[config.mk]
export PLATFORM = sky130hd
export DESIGN_NAME = gzts_sqrt
export DESIGN_NICKNAME = d
export VERILOG_FILES = /design/src/gzts_sqrt.sv
export SDC_FILE = /design/constraint.sdc
export NUM_CORES = 1
export LEC_CHECK = 0
export ABC_AREA = 1
export BUFFER_PORTS_ARGS = -buffer_cell sky130_fd_sc_hd__buf_2
export CAP_MARGIN = 5
export CORE_UTILIZATION = 59
export CTS_CLUSTER_DIAMETER = 40
export DETAILED_ROUTE_END_ITERATION = 10
export HOLD_SLACK_MARGIN = 0.03
export PLACE_DENSITY = 0.88
export SETUP_SLACK_MARGIN = 0.5
export SYNTH_ARGS = -nofsm -noshare
export SYNTH_HDL_FRONTEND = slang
export SYNTH_SLANG_ARGS = --single-unit
[constraint.sdc]
create_clock -name clk -period 4.1 [get_ports clk]
set_input_delay 1.23 -clock clk [delete_from_list [all_inputs] [get_ports clk]]
set_output_delay 1.23 -clock clk [all_outputs]
set_load 0.005 [all_outputs]
[src/gzts_sqrt.sv]
`timescale 1ns / 1ps
// ----------------------------------------------------------------------------
// gzts_sqrt
// Digit-by-digit integer square root of a 64-bit value, two bits per cycle.
// ----------------------------------------------------------------------------
module gzts_sqrt
(
    input  logic        clk,
    input  logic        rst_n,
    input  logic        start,
    input  logic [63:0] radicand,
    output logic        done,
    output logic [31:0] root
);

    logic        busy_reg, busy_next;
    logic        done_reg, done_next;
    logic [4:0]  cnt_reg, cnt_next;
    logic [63:0] rad_reg, rad_next;
    logic [33:0] rem_reg, rem_next;
    logic [31:0] root_reg, root_next;
    logic [35:0] trial;
    logic [35:0] sub;
    logic [35:0] diff;

    assign trial = {rem_reg, rad_reg[63:62]};
    assign sub   = {2'b00, root_reg, 2'b01};
    assign diff  = trial - sub;

    always_comb
    begin
        busy_next = busy_reg;
        done_next = 1'b0;
        cnt_next  = cnt_reg;
        rad_next  = rad_reg;
        rem_next  = rem_reg;
        root_next = root_reg;
        if (start)
        begin
            busy_next = 1'b1;
            cnt_next  = 5'd31;
            rad_next  = radicand;
            rem_next  = '0;
            root_next = '0;
        end
        else if (busy_reg)
        begin
            if (trial >= sub)
            begin
                rem_next  = diff[33:0];
                root_next = {root_reg[30:0], 1'b1};
            end
            else
            begin
                rem_next  = trial[33:0];
                root_next = {root_reg[30:0], 1'b0};
            end
            rad_next = {rad_reg[61:0], 2'b00};
            cnt_next = cnt_reg - 5'd1;
            if (cnt_reg == 5'd0)
            begin
                busy_next = 1'b0;
                done_next = 1'b1;
            end
        end
    end

    always_ff @(posedge clk or negedge rst_n)
    begin
        if (!rst_n)
        begin
            busy_reg <= 1'b0;
            done_reg <= 1'b0;
            cnt_reg  <= '0;
        end
        else
        begin
            busy_reg <= busy_next;
            done_reg <= done_next;
            cnt_reg  <= cnt_next;
        end
    end

    always_ff @(posedge clk)
    begin
        rad_reg  <= rad_next;
        rem_reg  <= rem_next;
        root_reg <= root_next;
    end

    assign done = done_reg;
    assign root = root_reg;

endmodule

==> impl_metrics.py <==
metrics = {
    "yosys": {
        "synth_fp_nets": 1209,
        "ys_seq_area_frac": 0.4304,
        "yosys-top-cells-area": "edfxtp_1 (24%), nand2_1 (21%), dfxtp_1 (17%)",
        "yosysWarnings": 0,
        "synth.avg_cell_area_um2": 7.180,
        "yosys.area.top_type_share": 0.2420,
        "yosysMostFrequentCell": "nand2_1",
        "yosysTopAreaCell": "edfxtp_1",
        "ys.flop_type": "dfxtp_1",
        "synth_edf_count": 64,
        "yosysUniqueCellTypes": 38,
        "postSynthCellCount": 1106,
        "ys_ff_latch": 137,
        "async_reset_ff_frac": 0.05109,
        "syn-cell-area_um2": 7941,
        "synth_commonest_cells": "nand2_1 (448), inv_1 (148), nand3_1 (71)",
    },
    "hold_path": {
        "hold_path_class": "reg2reg",
        "min_path_cells": 2,
        "hold_end": "rem_reg[33]$_SDFFE_PP0P_",
        "hp-start": "rem_reg[33]$_SDFFE_PP0P_",
    },
    "clocking": {
        "clock-root-buffer": "clkbuf_16",
        "cts_tree": "yes",
        "cts_buffers": 17,
        "hold_buffers": 0,
        "clk_pin_slew_ns": 0.06,
        "clock-sinks": 137,
        "clock_latency_ns": 0.43,
        "cts.repair.resized": 0,
        "postCtsSetupBuffers": 0,
        "clockBufferDepth": 2,
        "htree_levels": 4,
    },
    "floorplan": {
        "initial_utilization": 0.6021,
        "die_x_um": 118.0,
        "coreArea_um2": 13190,
        "placementRows": 42,
        "dieHeight_um": 118.0,
        "die-area_um2": 13930,
        "io-pin-count": 100,
    },
    "sta": {
        "max_clock_freq_mhz": 349.2,
        "tightest_slew_ns": 1.057,
        "grt_setup_unrepaired": "false",
        "skew_ns": 0.01400,
        "setup_viol": 0,
        "fin_tns_setup_ns": 0,
        "period_share": 0.6985,
        "hold_viol": 0,
        "slew_violations": 0,
        "fin_crit_ns": 2.864,
        "holdWs_ns": 0.4663,
        "slew_headroom": 0.2943,
    },
    "critical_path": {
        "worstSetupStartpointType": "register",
        "slowest_delay_ns": 0.46,
        "crit_required_ns": 4.39,
        "reg2reg_to": "rem_reg[2]$_SDFFE_PP0P_",
        "crit_arrival_ns": 3.15,
        "cp_slowest_cell": "inv_2",
        "r2r_start": "root[17]$_SDFFE_PP0P_",
        "regToRegSetupSlack_ns": 1.24,
        "path_cells": "inv_1 -> ha_1 -> a21oi_1 -> nand2_1 -> a21oi_1 -> nand3_2 -> nand3_2 -> nand2_4 -> inv_2 -> nand2_1 -> nand3_1 -> o21ai_0",
        "worstSetupPathType": "reg2reg",
        "cp_max_fo": 45,
        "rr_worst_depth": 12,
        "worst_setup_path_end_kind": "register",
    },
    "status": {
        "status": "finished clean",
    },
    "drt": {
        "drt_iter0_markers": 561,
        "via_count": 7262,
        "drtPass1Iterations": 5,
        "ant_nets": 0,
        "wl_mm": 18.97,
        "drcViolationCount": 0,
        "viasPerCell": 5.243,
        "routedWlPerCell_um": 13.69,
    },
    "power_and_ir_drop": {
        "p_int_w": 0.003813,
        "pwr-share-clk": 0.218,
        "p_leak_nw": 4.679,
        "p_comb_frac": 0.524,
        "seqPwrFrac": 0.258,
        "power.density_nw_per_um2": 751.4,
        "ir_drop_uv": 456.1,
        "switchingPower_w": 0.003039,
        "switching_share": 0.4435,
    },
    "finish": {
        "largest_reg_flops": 64,
        "syn_to_final_growth_pct": 14.83,
        "nNetsFinal": 1299,
        "final_area_um2": 9119,
        "antenna_cells": 0,
        "utilization": 0.6913,
        "layout-drive-gt1-share": 0.1290,
    },
    "global_routing": {
        "grt_pass1_wl_mm": 31.28,
        "met3_usage": 0.06783,
        "gr-max-usage-layer": "met2",
        "antenna_found_initial": 0,
        "grt_use_total": 0.2806,
        "grt_max_degree": 68,
        "grt_pass1_vias": 6909,
        "grt-ovfl-total": 0,
        "met2_usage": 0.4695,
        "met1_usage": 0.3504,
    },
    "place": {
        "place_area_um2": 8536,
        "numPortBuffers": 99,
        "dp_hpwl_mm": 13.27,
        "gp_congestion": 0.9120,
    },
    "run": {
        "cap_violations": 0,
    },
}
[logic make-up after synthesis]
logic type / Yosys count / synth area share
simple gates: 619 / 0.3187
buf+inv: 183 / 0.09185
flops: 137 / 0.4304
compound gates: 112 / 0.08130
fa+ha+maj: 36 / 0.05672
xor+xnor: 19 / 0.02095
[per-layer routing]
| layer | vias to the layer above | part of all wire |
|---|---|---|
| met5 | - | 0 |
| met4 | 0 | 0.022 |
| met3 | 37 | 0.063 |
| met2 | 219 | 0.48 |
| met1 | 3318 | 0.43 |
| li1 | 3688 | - |
[critical path, delay by kind of cell (launching register included)]
kind	cells	cell delay, ns
AO/OA/AOI/OAI	3	0.56
adder cells (fa/ha/maj)	1	0.36
buffers and inverters	2	0.52
flip-flops	1	0.32
AND/OR/NAND/NOR	6	0.96
[how the worst max path moves through the flow]
stage / from / end / cells past startpoint
floorplan: start / rad_reg[0]$_SDFFCE_PN0P_ / 4
global placement: start / rad_reg[46]$_DFFE_PP_ / 4
detailed placement: start / rad_reg[12]$_DFFE_PP_ / 4
CTS: root[6]$_SDFFE_PP0P_ / rem_reg[2]$_SDFFE_PP0P_ / 13
global route: root[12]$_SDFFE_PP0P_ / rem_reg[16]$_SDFFE_PP0P_ / 14
finish: root[17]$_SDFFE_PP0P_ / rem_reg[2]$_SDFFE_PP0P_ / 12
[per-stage QoR]
step,worst slack [ns],power (W),instances
after floorplan,1.013,0.004611,1106
after global placement,1.229,0.005233,1353
after detailed placement,1.182,0.005296,1353
after CTS,1.292,0.006819,1385
after global routing,0.9970,0.007413,1385
final,1.236,0.006852,1385
[cells in the final DEF (no fill, tap or decap), types with 31 or more instances in the layout]
master and n:
edfxtp_1 64, a21oi_1 31, o22ai_1 31, nand2_1 448, buf_2 99, inv_1 146
nor2_1 57, ha_1 36, nand3_1 71, dfxtp_1 66
[final cells by class]
class,instances,area [um^2]
Fill cell,1136,4071
Multi-Input combinational cell,786,3796
Sequential cell,137,3418
Inverter,149,560.5
Timing Repair Buffer,105,540.5
Clock buffer,21,470.5
Tap cell,176,220.2
Clock inverter,11,112.6
[power groups by stage]
stage	registers (W)	logic, W	clock network [W]
after floorplan	0.00176	0.00285	0
after global placement	0.00178	0.00345	0
after detailed placement	0.00179	0.00351	0
after CTS	0.00177	0.00355	0.00151
after global routing	0.00179	0.00406	0.00157
final	0.00177	0.00359	0.00150
Note: power is estimated with default switching activity, not from simulation.
