[config.mk]
export PLATFORM = sky130hd
export DESIGN_NAME = gzts_div
export DESIGN_NICKNAME = d
export VERILOG_FILES = /design/src/gzts_pkg.sv /design/src/gzts_div.sv
export SDC_FILE = /design/constraint.sdc
export NUM_CORES = 1
export LEC_CHECK = 0
export ABC_AREA = 1
export BUFFER_PORTS_ARGS = -buffer_cell sky130_fd_sc_hd__buf_2
export CAP_MARGIN = 40
export CORE_ASPECT_RATIO = 1.4
export CORE_MARGIN = 2
export CORE_UTILIZATION = 30
export DETAILED_ROUTE_END_ITERATION = 10
export GPL_TIMING_DRIVEN = 0
export PLACE_DENSITY = 0.59
export SYNTH_ARGS = -nofsm -noshare
export SYNTH_HDL_FRONTEND = slang
export SYNTH_SLANG_ARGS = --single-unit
[constraint.sdc]
create_clock -name clk -period 3.3 [get_ports clk]
set_input_delay 0.33 -clock clk [delete_from_list [all_inputs] [get_ports clk]]
set_output_delay 0.33 -clock clk [all_outputs]
set_load 0.01 [all_outputs]
[src/gzts_pkg.sv]
`timescale 1ns / 1ps
// ----------------------------------------------------------------------------
// gzts_pkg
// Shared types, constants and fixed-point helpers for the gaze target select.
// ----------------------------------------------------------------------------
package gzts_pkg;

    localparam int MARKER_LIMIT = 64;
    localparam int CNT_W        = $clog2(MARKER_LIMIT + 1);
    localparam int IDX_W        = 6;
    localparam int CFG_W        = 31;
    localparam int DIVD_W       = 48;
    localparam int DIVS_W       = 33;

    localparam logic [CFG_W-1:0] MAX_DIST_RST = 31'd65536;
    localparam logic [CFG_W-1:0] CONF_THR_RST = 31'd6554;

    // depth scaling: (mm*65536 + 500) / 1000 == ((mm << 13) + 62) / 125,
    // and the divide by 125 is exact as a multiply by ceil(2^36/125) >> 36
    // for every 16-bit depth
    localparam logic [31:0]        DEPTH_BIAS  = 32'd62;
    localparam logic signed [31:0] DEPTH_RECIP = 32'sd549755814;
    localparam int                 DEPTH_SHIFT = 36;

    localparam logic CFG_MAX_DIST = 1'b0;
    localparam logic CFG_CONF_THR = 1'b1;

    typedef enum logic [4:0] {
        ST_IDLE, ST_ZDIV, ST_XX, ST_ZY, ST_D1, ST_D2, ST_D3, ST_D4,
        ST_M1, ST_M2, ST_M3, ST_M4, ST_M5, ST_M6, ST_D5,
        ST_E0, ST_S0, ST_E1, ST_S1, ST_E2, ST_S2, ST_SQ, ST_FIN
    } state_t;

    typedef struct packed {
        logic              start;
        logic [DIVD_W-1:0] dividend;
        logic [DIVS_W-1:0] divisor;
        logic              neg;
    } div_req_t;

    function automatic logic signed [31:0] sat64(input logic signed [63:0] v);
        logic signed [31:0] r;
        if (v > 64'sd2147483647)
            r = 32'sh7fffffff;
        else if (v < -64'sd2147483648)
            r = 32'sh80000000;
        else
            r = v[31:0];
        return r;
    endfunction

    function automatic logic signed [31:0] qmul(input logic signed [63:0] p);
        logic signed [63:0] q;
        q = p >>> 16;
        if (p[63] && (p[15:0] != 16'd0))
            q = q + 64'sd1;
        return sat64(q);
    endfunction

endpackage

[src/gzts_div.sv]
`timescale 1ns / 1ps
// ----------------------------------------------------------------------------
// gzts_div
// Restoring divider, one quotient bit per cycle, saturated signed result.
// ----------------------------------------------------------------------------
module gzts_div
(
    input  logic                clk,
    input  logic                rst_n,
    input  gzts_pkg::div_req_t  req,
    output logic                done,
    output logic signed [31:0]  quot
);

    logic                          busy_reg, busy_next;
    logic                          done_reg, done_next;
    logic [5:0]                    cnt_reg, cnt_next;
    logic [gzts_pkg::DIVS_W-1:0]   rem_reg, rem_next;
    logic [gzts_pkg::DIVD_W-1:0]   q_reg, q_next;
    logic [gzts_pkg::DIVS_W-1:0]   d_reg, d_next;
    logic                          neg_reg, neg_next;
    logic [gzts_pkg::DIVS_W:0]     shifted;
    logic [gzts_pkg::DIVS_W:0]     diff;

    assign shifted = {rem_reg, q_reg[gzts_pkg::DIVD_W-1]};
    assign diff    = shifted - {1'b0, d_reg};

    always_comb
    begin
        busy_next = busy_reg;
        done_next = 1'b0;
        cnt_next  = cnt_reg;
        rem_next  = rem_reg;
        q_next    = q_reg;
        d_next    = d_reg;
        neg_next  = neg_reg;
        if (req.start)
        begin
            busy_next = 1'b1;
            cnt_next  = 6'(gzts_pkg::DIVD_W - 1);
            rem_next  = '0;
            q_next    = req.dividend;
            d_next    = req.divisor;
            neg_next  = req.neg;
        end
        else if (busy_reg)
        begin
            if (shifted >= {1'b0, d_reg})
            begin
                rem_next = diff[gzts_pkg::DIVS_W-1:0];
                q_next   = {q_reg[gzts_pkg::DIVD_W-2:0], 1'b1};
            end
            else
            begin
                rem_next = shifted[gzts_pkg::DIVS_W-1:0];
                q_next   = {q_reg[gzts_pkg::DIVD_W-2:0], 1'b0};
            end
            cnt_next = cnt_reg - 6'd1;
            if (cnt_reg == 6'd0)
            begin
                busy_next = 1'b0;
                done_next = 1'b1;
            end
        end
    end

    always_ff @(posedge clk or negedge rst_n)
    begin
        if (!rst_n)
        begin
            busy_reg <= 1'b0;
            done_reg <= 1'b0;
            cnt_reg  <= '0;
        end
        else
        begin
            busy_reg <= busy_next;
            done_reg <= done_next;
            cnt_reg  <= cnt_next;
        end
    end

    always_ff @(posedge clk)
    begin
        rem_reg <= rem_next;
        q_reg   <= q_next;
        d_reg   <= d_next;
        neg_reg <= neg_next;
    end

    always_comb
    begin
        if (!neg_reg)
        begin
            if (q_reg > 48'h00007fffffff)
                quot = 32'sh7fffffff;
            else
                quot = q_reg[31:0];
        end
        else
        begin
            if (q_reg >= 48'h000080000000)
                quot = 32'sh80000000;
            else
                quot = -$signed(q_reg[31:0]);
        end
    end

    assign done = done_reg;

endmodule

==> results.sh, run 1 <==
export IMPL_crit_required_ns=2.97
export IMPL_synth_top_area_share_pct=27.85
export IMPL_drive_above_1_share_pct=12.53
export IMPL_crit_fanout=9
export IMPL_crit_type="reg -> out"
export IMPL_gp_congestion=0.9511
export IMPL_finalSetupViolCount=0
export IMPL_post_cts_resized=0
export IMPL_overflow=0
export IMPL_postLayoutCoreUtil_pct=36.17
export IMPL_io_pins=118
export IMPL_pwr_density_cell_mw_per_mm2=724.2
export IMPL_fin_cells=1834
export IMPL_syn_area_mm2=0.008841
export IMPL_antenna_found_initial=1
export IMPL_clk_pin_slew_ns=0.06
export IMPL_clock_latency_ns=0.45
export IMPL_ys_ff_latch=123
export IMPL_dp_cells=1800
export IMPL_layout_common_cells="446 x nand2_1, 232 x inv_1, 125 x buf_2, 103 x nand3_1, 87 x nor2_1"
export IMPL_grt_pass1_wl_um=42120
export IMPL_peakVddDrop_mv=0.4695
export IMPL_yosysWarnings=0
export IMPL_port_buffers=117
export IMPL_path_common_cell="nor2_1"
export IMPL_rsz0062_at_grt="no"
export IMPL_core_mm2=0.02907
export IMPL_clock_path_buffers=2
export IMPL_setup_worst_path_end_class="output pin"
export IMPL_start_kind="flip-flop"
export IMPL_reg2reg_depth=13
export IMPL_synth_nets=1424
export IMPL_clock_sinks=123
export IMPL_synth_simple_area_share_pct=34.53
export IMPL_synth_cell_types=42
export IMPL_final_common_cell="nand2_1"
export IMPL_synth_seq_area_share_pct=37.59
export IMPL_crit_path_top_delay_cell="o31ai_1"
export IMPL_slew_headroom_pct=44.71
export IMPL_max_freq_mhz=318.4
export IMPL_period_share_pct=95.18
export IMPL_netlist_instances=1302
export IMPL_htreeDepth=4
export IMPL_drt_iter0_drc=459
export IMPL_floorplan_initialDensity_pct=30.41
export IMPL_period_needed_ns=3.141
export IMPL_gr_usage_all_layers_pct=17.67
export IMPL_remaining_drc_errors=0
export IMPL_synthArstFlopShare_pct=6.504
export IMPL_cts_buffers=17
export IMPL_die_h_um=207.1
export IMPL_ys_flop_type="edfxtp_1"
export IMPL_p_leak_uw=0.005294
export IMPL_vias_per_cell=4.715
export IMPL_worst_hold_path_type="in -> reg"
export IMPL_crit_chain="nor2_1, nand2_1, nor2_1, nand3_1, nor2_2, clkinv_1, o31ai_1, buf_2"
export IMPL_hold_path_depth=1
export IMPL_wl_um=26750
export IMPL_synth_edff_count=82
export IMPL_dr_pass1_iters=5
export IMPL_vias=8647
export IMPL_ant_nets=0
export IMPL_grt_pass1_vias=8323
export IMPL_postCtsSetupRepairBufs=0
export IMPL_regArea_mm2=0.003323
export IMPL_fin_nets=1562
export IMPL_power_uw=7615
export IMPL_wl_per_cell_um=14.59
export IMPL_hold_viol_final=0
export IMPL_dieArea_mm2=0.03088
export IMPL_fill_cells=3206
export IMPL_synth_compound_area_share_pct=8.534
export IMPL_rows=74
export IMPL_dieWidth_um=149.1
export IMPL_hpwl_um=21050
export IMPL_tritoncts="yes"
export IMPL_cts_root_buf="clkbuf_16"
export IMPL_hold_ws_ns=0.05808
export IMPL_slew_viol_final=0
export IMPL_postSynthAreaPerCell_um2=6.790
export IMPL_tightest_slew_ns=0.8294
export IMPL_slowest_delay_ns=0.43
export IMPL_worstPathArrival_ns=2.81
export IMPL_outcome="complete, no violations"
export IMPL_syn2layout_area_growth_pct=18.94
export IMPL_synth_area_leaders="edfxtp_1 28%, nand2_1 19%, inv_1 9.8%"
export IMPL_synth_largest_area_cell="edfxtp_1"
export IMPL_largest_register_ffs=48
export IMPL_synthAdderAreaFrac_pct=5.321
export IMPL_drv_cap=0
export IMPL_synthXorXnorAreaFrac_pct=2.279
export IMPL_synthMuxAreaShare_pct=0
export IMPL_grt_max_degree=58
export IMPL_finClkSkew_ns=0.01255
export IMPL_synth_top_family_by_area="simple AND/OR/NAND/NOR gates"
export IMPL_multiInputGateArea_mm2=0.004479
-- layer usage --
layer	routed length, µm	share of wire (%)	GRT usage [%]	vias up
li1	-	-	-	4411
met1	10620	40	19.83	3895
met2	13590	51	31.43	274
met3	1275	4.8	2.731	65
met4	1262	4.7	9.984	2
met5	5	0.019	0	-
-- layout make-up --
type                    count  area share, %
well taps                 380          4.522
multi-input cells         911          42.60
clock buffers              19          4.212
plain buffers              32          1.487
diodes                      1        0.02380
flip-flops and latches    123          31.60
repair buffers            119          5.926
clock inverters            13          1.202
inverters                 236          8.425
-- critical path, delay by kind of cell, from the launching register on --
family	cells	cell delay, ns
DFF	1	0.39
AOI/OAI and AO/OA	1	0.43
and+or+nand+nor	5	0.94
buffers and inverters	2	0.60
-- synthesized netlist by cell type (all sizes together) (2+ instances only) --
cell type  count
nor2          95
o211ai         3
a21oi         28
o31ai          4
nor3          15
ha            36
o21ai         93
and2           6
nand3        105
o221ai         5
dfrtp          8
nand4          9
nand2        453
xor2          10
dfxtp         33
buf           12
o21bai         2
inv          235
xnor2         13
clkbuf        20
nor4           6
edfxtp        82
nand3b        22
-- path summary, 6_finish.rpt --
check	to	slack [ns]	start
setup / recovery	quot[10]	0.16	q_reg[37]
hold / removal	d_reg[3]	0.06	req[4]
setup reg to reg	rem_reg[19]	0.71	q_reg[47]
hold reg to reg	rem_reg[32]	0.46	rem_reg[32]
max in group asynchronous	cnt_reg[1]	2.84	rst_n
min in group asynchronous	cnt_reg[3]	0.28	rst_n
-- power breakdown --
group          switching (µW)  internal (µW)  leakage [µW]
Sequential                194           1950       0.00122
Combinational            2330           1300       0.00381
Clock                     718           1120      0.000270
Total                    3250           4370       0.00529
-- cells by family after synthesis --
logic type	after synthesis
AO/OA/AOI/OAI	140
XOR/XNOR	23
adder cells (fa/ha/maj)	37
buffers and inverters	268
flip-flops	123
AND/OR/NAND/NOR	711
-- stage by stage --
step,area (µm²),TNS (ns),worst slack (ns)
CTS,10510,0,0.1011
detailed placement,9933,-9.383,-0.1921
finish,10520,0,0.1590
floorplan,8841,0,0.4413
global route,10510,0,0.01426
global placement,9902,-113.44,-2.024
-- timing repair --
item / CTS / global route
endpoints found under the setup margin: 0 / 0
hold endpoints to repair: 8 / 0
hold buffers: 1 / 0
No activity file was read; power rests on OpenSTA's default activity.
==> inputs of run 2 (changes only) <==
- ABC_AREA: 1 -> not set
==> run 2 against run 1 <==
Compared with the run above:
- the run now ends with negative setup slack left
- combinational power decreased by 45%
- clock skew decreased by 0.0069 ns
- power decreased by 23%
- sequential cell count unchanged
- global-route usage decreased by 0.80 points
- first-iteration DRC count increased by 0.44%
- final area decreased by 6.5%
- register-to-register slack got worse by 0.53 ns
- clock power about the same
- critical path depth increased by 3
- critical path type unchanged
- critical endpoint is now quot[30]
- largest power group is now sequential cells
==> results.sh, run 2 <==
export IMPL_postSynthAreaPerCell_um2=9.433
export IMPL_core_mm2=0.02547
export IMPL_synth_area_leaders="edfxtp_1 31%, dfxtp_1 8.4%, mux2_2 6.8%"
export IMPL_pwr_density_cell_mw_per_mm2=598.8
export IMPL_drive_above_1_share_pct=28.00
export IMPL_postLayoutCoreUtil_pct=38.61
export IMPL_synth_seq_area_share_pct=42.50
export IMPL_max_freq_mhz=259.6
export IMPL_gp_congestion=0.8991
export IMPL_place_ws_ns=-0.4001
export IMPL_wl_per_cell_um=17.37
export IMPL_die_h_um=195.0
export IMPL_layout_common_cells="120 x buf_2, 111 x nand2_1, 82 x edfxtp_1, 72 x nor2_1, 47 x mux2_2"
export IMPL_worstPathArrival_ns=3.52
export IMPL_fill_cells=2601
export IMPL_gr_usage_all_layers_pct=16.87
export IMPL_vias_per_cell=5.268
export IMPL_ys_ff_latch=123
export IMPL_clk_pin_slew_ns=0.06
export IMPL_crit_required_ns=2.97
export IMPL_p_leak_uw=0.003947
export IMPL_io_pins=118
export IMPL_tightest_slew_ns=0.8720
export IMPL_rows=69
export IMPL_synth_edff_count=82
export IMPL_syn2layout_area_growth_pct=25.76
export IMPL_synthArstFlopShare_pct=6.504
export IMPL_clock_path_buffers=2
export IMPL_overflow=0
export IMPL_drv_cap=0
export IMPL_tritoncts="yes"
export IMPL_ys_flop_type="edfxtp_1"
export IMPL_outcome="finished, violations left"
export IMPL_setup_ws_ns=-0.5524
export IMPL_vias=6954
export IMPL_clock_latency_ns=0.43
export IMPL_fin_nets=1109
export IMPL_dieWidth_um=140.5
export IMPL_synth_cell_types=68
export IMPL_cts_root_buf="clkbuf_16"
export IMPL_rsz0062_at_grt="yes"
export IMPL_antenna_found_initial=0
export IMPL_fin_tns_setup_ns=-4.127
export IMPL_synth_nets=951
export IMPL_fin_cells=1320
export IMPL_worst_hold_path_type="in -> reg"
export IMPL_yosysWarnings=0
export IMPL_synth_largest_area_cell="edfxtp_1"
export IMPL_start_kind="flip-flop"
export IMPL_syn_area_mm2=0.007820
export IMPL_crit_fanout=4
export IMPL_finClkSkew_ns=0.005609
export IMPL_port_buffers=117
export IMPL_htreeDepth=4
export IMPL_wl_um=22930
export IMPL_setup_worst_path_end_class="output pin"
export IMPL_dieArea_mm2=0.02739
export IMPL_floorplan_initialDensity_pct=30.70
export IMPL_ys_top_cells_by_count="111 x nand2_1, 82 x edfxtp_1, 73 x nor2_1, 49 x inv_1, 47 x mux2_2"
export IMPL_grt_pass1_vias=6860
export IMPL_grt_max_degree=33
export IMPL_largest_register_ffs=48
export IMPL_dr_pass1_iters=5
export IMPL_remaining_drc_errors=0
export IMPL_violations="negative setup slack"
export IMPL_hold_ws_ns=0.07566
export IMPL_dp_cells=1269
export IMPL_yosysMostFrequentCell="nand2_1"
export IMPL_period_share_pct=116.7
export IMPL_finalSetupViolCount=11
export IMPL_synth_top_area_share_pct=31.49
export IMPL_cts_buffers=17
export IMPL_crit_type="reg -> out"
export IMPL_hpwl_um=17080
export IMPL_grt_pass1_wl_um=36490
export IMPL_netlist_instances=829
export IMPL_peakVddDrop_mv=0.3823
export IMPL_clock_sinks=123
export IMPL_period_needed_ns=3.852
export IMPL_slew_viol_final=0
export IMPL_hold_viol_final=0
export IMPL_ant_nets=0
export IMPL_final_common_cell="buf_2"
export IMPL_slew_headroom_pct=41.37
export IMPL_drt_iter0_drc=461
run 2: changes by cell type in the layout (fill, tap and decap cells not counted), sizes merged, moves of 11 or more:
cell	previous run	this run
nor2	95	73
buf	130	157
nand2	453	111
o311ai	0	22
nand3b	22	2
nand3	105	10
a311oi	0	19
inv	235	49
a21oi	28	39
or3	0	14
mux2	0	47
o21ai	93	48
clkbuf	39	54
run 2: through the flow:
stage                     instance area [µm²]  power, µW
after floorplan                          7820       3371
after global placement                   8805       3882
after detailed placement                 8855       3906
after CTS                                9666       5834
after global routing                     9832       6245
final                                    9834       5889
run 2: final cells by class:
| class | count | area [µm²] | share of cell area [%] |
|---|---|---|---|
| plain buffers | 44 | 201.4 | 2.048 |
| repair buffers | 145 | 829.5 | 8.435 |
| diodes | 1 | 2.502 | 0.02545 |
| clock buffers | 23 | 457.9 | 4.656 |
| flip-flops and latches | 123 | 3323 | 33.79 |
| well taps | 319 | 399.1 | 4.059 |
| inverters | 49 | 183.9 | 1.870 |
| clock inverters | 9 | 101.3 | 1.031 |
| multi-input cells | 607 | 4335 | 44.08 |
run 2: timing repair:
action                                  CTS  global route
resized for setup                        34            48
pin swaps                                 8             9
endpoints found under the setup margin   43            56
setup buffers                            18             6
hold buffers                              1             0
endpoints found under the hold margin     8             0
run 2: logic make-up after synthesis:
| group | Yosys count | synth area share (%) |
|---|---|---|
| simple gates | 282 | 17.38 |
| compound gates | 202 | 18.11 |
| flops | 123 | 42.50 |
| buf+inv | 99 | 4.784 |
| mux | 52 | 7.408 |
| fa+ha+maj | 37 | 6.016 |
| xor+xnor | 34 | 3.808 |
run 2: final timing paths:
check                           start    endpoint  slack, ns  cells after the start
max in group asynchronous       rst_n  cnt_reg[3]       2.81                      2
min in group asynchronous       rst_n  cnt_reg[0]       0.31                      2
setup / recovery             q_reg[0]    quot[30]      -0.55                     11
hold reg to reg            rem_reg[3]  rem_reg[4]       0.50                      2
hold / removal                 req[1]    d_reg[0]       0.08                      1
setup reg to reg            q_reg[47]    q_reg[0]       0.18                     13
run 2: critical path: stages (launching register included):
cell and delay, ns:
edfxtp_1 0.41, inv_2 0.10, ha_4 0.13, or3b_4 0.37
or3_4 0.34, or4_4 0.44, or3_4 0.35, or3_4 0.40
o21ai_2 0.16, nand2_1 0.06, o311ai_1 0.12, buf_2 0.20
run 2: routing by layer:
layer,vias up,GRT usage [%],routed length [µm]
met1,3295,19.32,9567
met5,-,0,0
met3,49,3.139,947
met4,0,7.519,685
li1,3405,-,-
met2,205,30.43,11730
run 2: power breakdown:
group | internal [µW] | leakage [µW] | switching [µW]
Combinational | 843 | 0.00248 | 1150
Sequential | 1880 | 0.00119 | 195
Clock | 1120 | 0.000275 | 704
